### src/design/scr_pkg.sv
// ---------------------------------------------------------------------------
// scr_pkg
// Shared types and constants of the servo command receiver.
// ---------------------------------------------------------------------------
package scr_pkg;

   // item operation codes
   typedef enum logic [1:0] {
      OP_BYTE = 2'd0,
      OP_TICK = 2'd1,
      OP_POLL = 2'd2
   } op_type;

   // frame markers and reset values
   localparam logic [7:0]  FRAME_START   = 8'h48;  // 'H'
   localparam logic [7:0]  FRAME_END     = 8'h52;  // 'R'
   localparam logic [15:0] RESET_TARGET  = 16'd1000;
   localparam logic [15:0] RESET_CURRENT = 16'd1520;

   // only the first four frame bytes are ever inspected
   localparam int CHECK_BYTES = 4;
   localparam int BUF_IDX_W   = 2;

   // one input item held in the input register
   typedef struct packed {
      logic [1:0] operation;
      logic [7:0] rx_byte;
   } item_type;

   // per-item event flags from the frame logic
   typedef struct packed {
      logic frame_accepted;
      logic partial_cleared;
   } frame_event_type;

endpackage

### src/design/scr_frame.sv
// ---------------------------------------------------------------------------
// scr_frame
// Frame collector: byte buffer, byte counter, idle flag and target width.
// ---------------------------------------------------------------------------
module scr_frame #(
   parameter int FRAME_LENGTH = 6
) (
   input  logic                     clock,
   input  logic                     reset,
   input  logic                     fire,
   input  scr_pkg::item_type        item,
   output logic [15:0]              target_ff,
   output logic [15:0]              target_in,
   output scr_pkg::frame_event_type events
);

   localparam int CW = $clog2(FRAME_LENGTH);

   logic [CW-1:0] count_ff, count_in;
   logic          recent_ff, recent_in;
   logic [7:0]    buf_ff [scr_pkg::CHECK_BYTES];
   logic [7:0]    byte3;
   logic          last_byte;

   // next state of the frame logic
   always_comb begin
      count_in  = count_ff;
      recent_in = recent_ff;
      target_in = target_ff;
      events    = '0;
      // byte 3 may be the byte arriving now when the frame is short
      byte3     = (count_ff == CW'(3)) ? item.rx_byte : buf_ff[3];
      last_byte = (count_ff == CW'(FRAME_LENGTH - 1));
      case (item.operation)
         scr_pkg::OP_BYTE: begin
            recent_in = 1'b1;
            if (last_byte) begin
               count_in = '0;
               if (buf_ff[0] == scr_pkg::FRAME_START && byte3 == scr_pkg::FRAME_END) begin
                  target_in             = {buf_ff[1], buf_ff[2]};
                  events.frame_accepted = 1'b1;
               end
            end else begin
               count_in = count_ff + CW'(1);
            end
         end
         scr_pkg::OP_POLL: begin
            if (recent_ff) begin
               recent_in = 1'b0;
            end else if (count_ff != '0) begin
               count_in               = '0;
               events.partial_cleared = 1'b1;
            end
         end
         default: begin
         end
      endcase
   end

   // control state and target
   always_ff @(posedge clock) begin
      if (reset) begin
         count_ff  <= '0;
         recent_ff <= 1'b0;
         target_ff <= scr_pkg::RESET_TARGET;
      end else if (fire) begin
         count_ff  <= count_in;
         recent_ff <= recent_in;
         target_ff <= target_in;
      end
   end

   // frame byte buffer, no reset
   always_ff @(posedge clock) begin
      if (fire && item.operation == scr_pkg::OP_BYTE && int'(count_ff) < scr_pkg::CHECK_BYTES) begin
         buf_ff[count_ff[scr_pkg::BUF_IDX_W-1:0]] <= item.rx_byte;
      end
   end

endmodule

### src/design/scr_slew.sv
// ---------------------------------------------------------------------------
// scr_slew
// Pulse width tracker: steps or jumps toward the target on each tick.
// ---------------------------------------------------------------------------
module scr_slew (
   input  logic              clock,
   input  logic              reset,
   input  logic              fire,
   input  scr_pkg::item_type item,
   input  logic              slew_enable,
   input  logic [15:0]       target,
   output logic [15:0]       current_ff,
   output logic [15:0]       current_in
);

   // next pulse width
   always_comb begin
      current_in = current_ff;
      if (item.operation == scr_pkg::OP_TICK) begin
         if (!slew_enable) begin
            current_in = target;
         end else if (current_ff < target) begin
            current_in = current_ff + 16'd1;
         end else if (current_ff > target) begin
            current_in = current_ff - 16'd1;
         end
      end
   end

   // pulse width register
   always_ff @(posedge clock) begin
      if (reset) begin
         current_ff <= scr_pkg::RESET_CURRENT;
      end else if (fire) begin
         current_ff <= current_in;
      end
   end

endmodule

### src/design/servo_command_receiver_slew.sv
// ---------------------------------------------------------------------------
// servo_command_receiver_slew
// Servo command receiver with optional one-step-per-tick slew filter.
// ---------------------------------------------------------------------------
// Usage:
//   req_ channel carries one item per transfer: a received byte, a PWM
//   period tick or an idle poll (req_operation) with req_rx_byte.
//   rsp_ channel returns one result per item: compare value, target value
//   and the frame_accepted / partial_cleared flags, in item order.
//   csr_write_enable with csr_write_data sets slew_enable; write it only
//   while no item is in flight.
// Path: an item taken into the input register is applied to the state, and
//   its result is registered in the result register, which drives rsp_.
// Throughput: one item per cycle unless rsp_ stalls, set by the single state
//   update between the input register and the result register.
// Reset: synchronous; empties both stages, clears the byte counter and
//   idle flag, target 1000, pulse width 1520, slew off.
// Stall: with rsp_ready low the result register holds; the input register
//   still takes one more item, then req_ready drops.
// ---------------------------------------------------------------------------
module servo_command_receiver_slew #(
   parameter int FRAME_LENGTH = 6
) (
   input  logic        clock,
   input  logic        reset,
   input  logic        req_valid,
   output logic        req_ready,
   input  logic [1:0]  req_operation,
   input  logic [7:0]  req_rx_byte,
   output logic        rsp_valid,
   input  logic        rsp_ready,
   output logic [15:0] rsp_compare_value,
   output logic [15:0] rsp_target_value,
   output logic        rsp_frame_accepted,
   output logic        rsp_partial_cleared,
   input  logic        csr_write_enable,
   input  logic        csr_write_data
);

   logic                     slew_enable_ff;
   logic                     in_valid_ff;
   scr_pkg::item_type        in_item_ff;
   logic                     rsp_valid_ff;
   logic                     advance;
   logic                     stage_fire;
   logic [15:0]              target_ff;
   logic [15:0]              target_in;
   logic [15:0]              current_ff;
   logic [15:0]              current_in;
   scr_pkg::frame_event_type events;

   // stage control
   assign advance    = !rsp_valid_ff || rsp_ready;
   assign stage_fire = in_valid_ff && advance;
   assign req_ready  = !in_valid_ff || advance;
   assign rsp_valid  = rsp_valid_ff;

   // configuration register
   always_ff @(posedge clock) begin
      if (reset) begin
         slew_enable_ff <= 1'b0;
      end else if (csr_write_enable) begin
         slew_enable_ff <= csr_write_data;
      end
   end

   // input register
   always_ff @(posedge clock) begin
      if (reset) begin
         in_valid_ff <= 1'b0;
      end else if (req_ready) begin
         in_valid_ff <= req_valid;
      end
   end

   always_ff @(posedge clock) begin
      if (req_valid && req_ready) begin
         in_item_ff.operation <= req_operation;
         in_item_ff.rx_byte   <= req_rx_byte;
      end
   end

   // frame collector
   scr_frame #(
      .FRAME_LENGTH (FRAME_LENGTH)
   ) u_frame (
      .clock     (clock),
      .reset     (reset),
      .fire      (stage_fire),
      .item      (in_item_ff),
      .target_ff (target_ff),
      .target_in (target_in),
      .events    (events)
   );

   // pulse width tracker
   scr_slew u_slew (
      .clock       (clock),
      .reset       (reset),
      .fire        (stage_fire),
      .item        (in_item_ff),
      .slew_enable (slew_enable_ff),
      .target      (target_ff),
      .current_ff  (current_ff),
      .current_in  (current_in)
   );

   // result register
   always_ff @(posedge clock) begin
      if (reset) begin
         rsp_valid_ff <= 1'b0;
      end else if (advance) begin
         rsp_valid_ff <= in_valid_ff;
      end
   end

   always_ff @(posedge clock) begin
      if (stage_fire) begin
         rsp_compare_value   <= current_in;
         rsp_target_value    <= target_in;
         rsp_frame_accepted  <= events.frame_accepted;
         rsp_partial_cleared <= events.partial_cleared;
      end
   end

   // input side stalls only when both stages are full
   a_ready_full: assert property (@(posedge clock) disable iff (reset)
      !req_ready |-> (in_valid_ff && rsp_valid_ff))
      else $error("req_ready low with a free stage");

   // only a tick moves the pulse width
   a_width_hold: assert property (@(posedge clock) disable iff (reset)
      (stage_fire && in_item_ff.operation != scr_pkg::OP_TICK)
      |=> (rsp_compare_value == $past(current_ff)))
      else $error("pulse width changed on a non-tick item");

   // frame acceptance only on a byte
   a_accept_byte: assert property (@(posedge clock) disable iff (reset)
      (stage_fire && in_item_ff.operation != scr_pkg::OP_BYTE) |=> !rsp_frame_accepted)
      else $error("frame accepted on a non-byte item");

   // the two event flags never come together
   a_flags_excl: assert property (@(posedge clock) disable iff (reset)
      rsp_valid_ff |-> !(rsp_frame_accepted && rsp_partial_cleared))
      else $error("both event flags set");

endmodule

### config.mk
export PLATFORM = sky130hd
export DESIGN_NAME = servo_command_receiver_slew
export DESIGN_NICKNAME = d
export VERILOG_FILES = /design/src/design/scr_pkg.sv /design/src/design/scr_frame.sv /design/src/design/scr_slew.sv /design/src/design/servo_command_receiver_slew.sv
export SDC_FILE = /design/constraint.sdc
export NUM_CORES = 1
export LEC_CHECK = 0
export BUFFER_PORTS_ARGS = -buffer_cell sky130_fd_sc_hd__clkbuf_2
export CORE_UTILIZATION = 54
export DETAILED_ROUTE_END_ITERATION = 10
export HOLD_SLACK_MARGIN = 0.08
export PLACE_DENSITY = 0.87
export RECOVER_POWER = 100
export SETUP_SLACK_MARGIN = 0.4
export SKIP_CTS_REPAIR_TIMING = 1
export SLEW_MARGIN = 20
export SYNTH_ARGS = -nofsm -noshare
export SYNTH_HDL_FRONTEND = slang
export SYNTH_SLANG_ARGS = --single-unit
### constraint.sdc
create_clock -name clock -period 2.7 [get_ports clock]
set_input_delay 0.405 -clock clock [delete_from_list [all_inputs] [get_ports clock]]
set_output_delay 0.405 -clock clock [all_outputs]
set_load 0.1 [all_outputs]
==> impl_results.md <==
- Run status: finished, violations left
- Failing checks: setup timing
- Seq/Total Area, Yosys: between 50% and 60%
- Required time worst endpoint: 2.96 ns
- Finished Cell Area: 7616 um^2
- Total iterations of the first detailed-routing run: 5
- Routed WL: 19.30 mm
- Crit path buf inv count: 3
- CP max FO: 6
- First-pass GRT wire length: 22.97 mm
- R2r setup slk: -0.16 ns
- Antenna cells: 0
- Pin count of the biggest net entering global routing: 37
- Crit Path Category: reg2reg
- DR vias/cell: 6.865
- Overall Power: 5068 uW
- Ys flop type: edfxtp_1
- Die H: 103.9 um
- Clock skew: 0.007123 ns
- Total clock buffers created by CTS: 17
- Number of max-cap violations: 0
- Final ANT Viol Nets: 0
- Post-synth EDFFs: 76
- Clk root buf: clkbuf_8
- FF-to-FF Start: u_frame.target_ff[6]$_SDFFE_PP1P_
- H-tree levels: 4
- Area Overhead vs Synth: 35.96%
- Vias: roughly 5,300
- Hold EP: in_valid_ff$_SDFFE_PP0N_
- Tmin final: 2.855 ns
- Post-Place Setup Slack: -0.008772 ns
- Hold Crit Start: req_valid
- Syn avg cell area: 10.96 um^2
- Remaining DRCs: 0
- Die extent in x: 103.9 um
- Clock tree sinks: 115
- Max-Slew Margin vs Limit: 11.71%
- Hpwl dp: between 9 and 10 mm
- FFs w/ async S/R, synth: 0%
- Post-Syn Area: roughly 5600 um^2
- P per Cell Area: ~670 nW/um^2
- CP top delay family: simple AND/OR/NAND/NOR gates
- Clock-pin slew on the worst setup and hold paths: 0.06 ns
- Pleak: 0.002708 uW
- Final hold viol count: 0
- Post-Route Setup TNS: -1.187 ns
- I/O pin count: 52
- DR WL/cell: 25.06 um
- #FFs+latches synth: between 100 and 150
- Gr ovfl total: 0
- CP max stage delay: between 0.3 and 0.4 ns
- Final nets: 659
- Crit share post-route: 105.7%
- Mapped Cells: 511
- CP Capture Type: flip-flop
- Tot GR Track Use: 27.72%
- Pins over their slew limit: 0
- Worst hold path class: in2reg
- IO buf count: 51
- RD Place Congestion: about 0.97
- Yosys warning count: 0
- Cell count of the worst reg-to-reg path: 11
- Initial DRC Count: 640
- Number of distinct library cells after synthesis: 58
- DP Area: 6306 um^2
- RR Endpoint: rsp_compare_value[11]$_DFFE_PP_
- Initial Utilization: between 50% and 60%
- Row Count: 36
- Worst slew pin tran: 1.324 ns
- Worst VDD drop: 492.6 uV
- Layout cell share with drive strength beyond 1: 33.28%
- RSZ-0062 raised after global routing: yes
- Worst path arrival time: 3.11 ns
- Highest Clock Rate: 350.3 MHz
- Via count of the first global-routing pass: ~4,500
- Setup WS post-layout: -0.1551 ns
- Clock latency on the worst-skew pair: around 0.54 ns
- Clock tree buffer depth: 2
- Endpoints failing setup: 18
- Post-Syn Nets: about 550
- CTS tree: done
- Setup crit start kind: flip-flop
- Hold depth: 3
- Core box area: 9910 um^2
- Slowest CP cell: dfxtp_1
- CP Cell Sequence: inv_1, ha_4, nand4_1, buf_4, nor4_4, or3_4, buf_4, nor2_1, mux2i_1, or4_1, nand3_1
- Most Frequent Cell on Critical Path: buf_4
- Die area: 10,780 um^2
- Initial antenna violation count: 0
==> power breakdown <==
| group | leakage [uW] | switching, uW | internal [uW] |
|---|---|---|---|
| sequential | 0.00102 | 49.2 | 1950 |
| clock | 0.000268 | 873 | 1320 |
| combinational | 0.00142 | 561 | 322 |
| total | 0.00271 | 1480 | 3590 |
==> sequential cells by signal, indices dropped and copies added (netlist names) <==
register,count
u_frame.buf_ff,32
rsp_partial_cleared,1
rsp_frame_accepted,1
in_valid_ff,1
rsp_compare_value,16
in_item_ff,10
rsp_target_value,16
u_frame.count_ff,3
u_slew.current_ff,16
u_frame.recent_ff,1
slew_enable_ff,1
rsp_valid,1
u_frame.target_ff,16
==> cell usage after synthesis, types with 4 or more instances <==
cell | number | share of area, %
or4_1 | 4 | 0.54
or3_1 | 8 | 0.89
nand4_1 | 10 | 1.1
ha_1 | 19 | 4.2
o211ai_1 | 8 | 1.1
nor2_1 | 46 | 3.1
dfxtp_1 | 39 | 14
a22oi_1 | 8 | 1.1
nand2b_1 | 8 | 0.89
nand3_1 | 16 | 1.4
buf_1 | 4 | 0.27
mux2i_1 | 20 | 3.6
and3_1 | 5 | 0.56
mux2_2 | 17 | 3.4
nor4_1 | 14 | 1.6
inv_1 | 23 | 1.5
o22ai_1 | 10 | 1.1
a2bb2oi_1 | 7 | 1.1
a31oi_1 | 7 | 0.78
a21oi_1 | 24 | 2.1
a211oi_1 | 10 | 1.3
nor2b_1 | 4 | 0.45
and2_1 | 4 | 0.45
edfxtp_1 | 76 | 41
clkbuf_1 | 23 | 1.5
nor3_1 | 15 | 1.3
nand2_1 | 31 | 2.1
nor4b_1 | 8 | 1.3
==> worst min-delay path, cell delays in order <==
cell and delay, ns:
clkbuf_2 0.09, a21oi_1 0.04, nor2_1 0.07
==> worst max-delay path by stage <==
stage                                                  start                                  to  slack (ns)  depth (start not counted)
after floorplan            u_slew.current_ff[2]$_SDFFE_PP0P_  u_slew.current_ff[15]$_SDFFE_PP0P_        0.04                          8
after global placement     u_slew.current_ff[2]$_SDFFE_PP0P_  u_slew.current_ff[15]$_SDFFE_PP0P_        0.09                          7
after detailed placement  u_frame.target_ff[11]$_SDFFE_PP0P_      rsp_compare_value[5]$_DFFE_PP_      -0.009                          9
after CTS                 u_frame.target_ff[11]$_SDFFE_PP0P_     rsp_compare_value[10]$_DFFE_PP_        -0.1                         11
after global routing       u_slew.current_ff[3]$_SDFFE_PP0P_  u_slew.current_ff[15]$_SDFFE_PP0P_       -0.20                          7
final                      u_frame.target_ff[6]$_SDFFE_PP1P_     rsp_compare_value[11]$_DFFE_PP_       -0.16                         11
==> cell type report <==
type / count / area (um^2)
Sequential cell: 115 / 3093
Multi-Input combinational cell: 339 / 2864
Fill cell: 579 / 2293
Timing Repair Buffer: 127 / 825.8
Clock buffer: 17 / 414.1
Tap cell: 133 / 166.4
Clock inverter: 15 / 160.2
Inverter: 24 / 92.59
==> through the flow <==
stage / hold WS [ns] / instances / utilization [%]
2_1_floorplan: 0.4535 / 511 / -
3_3_place_gp: 0.4698 / 698 / 63.64
3_5_place_dp: 0.4913 / 698 / 63.64
4_1_cts: 0.04022 / 730 / 69.43
5_1_grt: 0.1335 / 770 / 76.86
6_report: 0.1152 / 770 / 76.86
==> placed cells by master (no fill, tap or decap), types with 6 or more instances in the layout <==
master / count
dlygate4sd3_1: 10
ha_1: 11
or3_1: 6
buf_4: 52
nor2_1: 37
nand4_1: 10
o22ai_1: 10
a22oi_1: 8
mux2i_1: 8
o211ai_1: 8
nand3_1: 14
clkbuf_2: 17
nand2_1: 25
a31oi_1: 7
mux2_1: 16
nor3_1: 11
mux2i_4: 10
clkbuf_1: 40
a21oi_1: 16
buf_6: 6
nand2_2: 6
edfxtp_1: 76
dfxtp_1: 21
ha_4: 8
nand2b_1: 7
dfxtp_2: 15
nor4_1: 9
clkbuf_16: 16
inv_1: 17
a211oi_1: 6
a21oi_2: 7
==> kinds of logic (layout without fill, tap and decap cells) <==
logic type,count (synthesis),in the layout,share of synthesized area (%)
simple gates,188,188,18.03
buf+inv,57,183,4.154
mux,38,38,7.237
flops,115,115,54.68
fa+ha+maj,19,19,4.244
compound gates,94,94,11.66
==> layer usage <==
metal | part of all wire, % | routed length [um] | up-vias | global-route usage, %
met3 | 11 | 2126 | 130 | 8.083
met4 | 6.1 | 1179 | 0 | 15.31
met1 | 34 | 6592 | 2495 | 33.49
met5 | 0 | 0 | - | 0
met2 | 49 | 9398 | 479 | 44.57
li1 | - | - | 2182 | -
(Power assumes the default switching activity.)
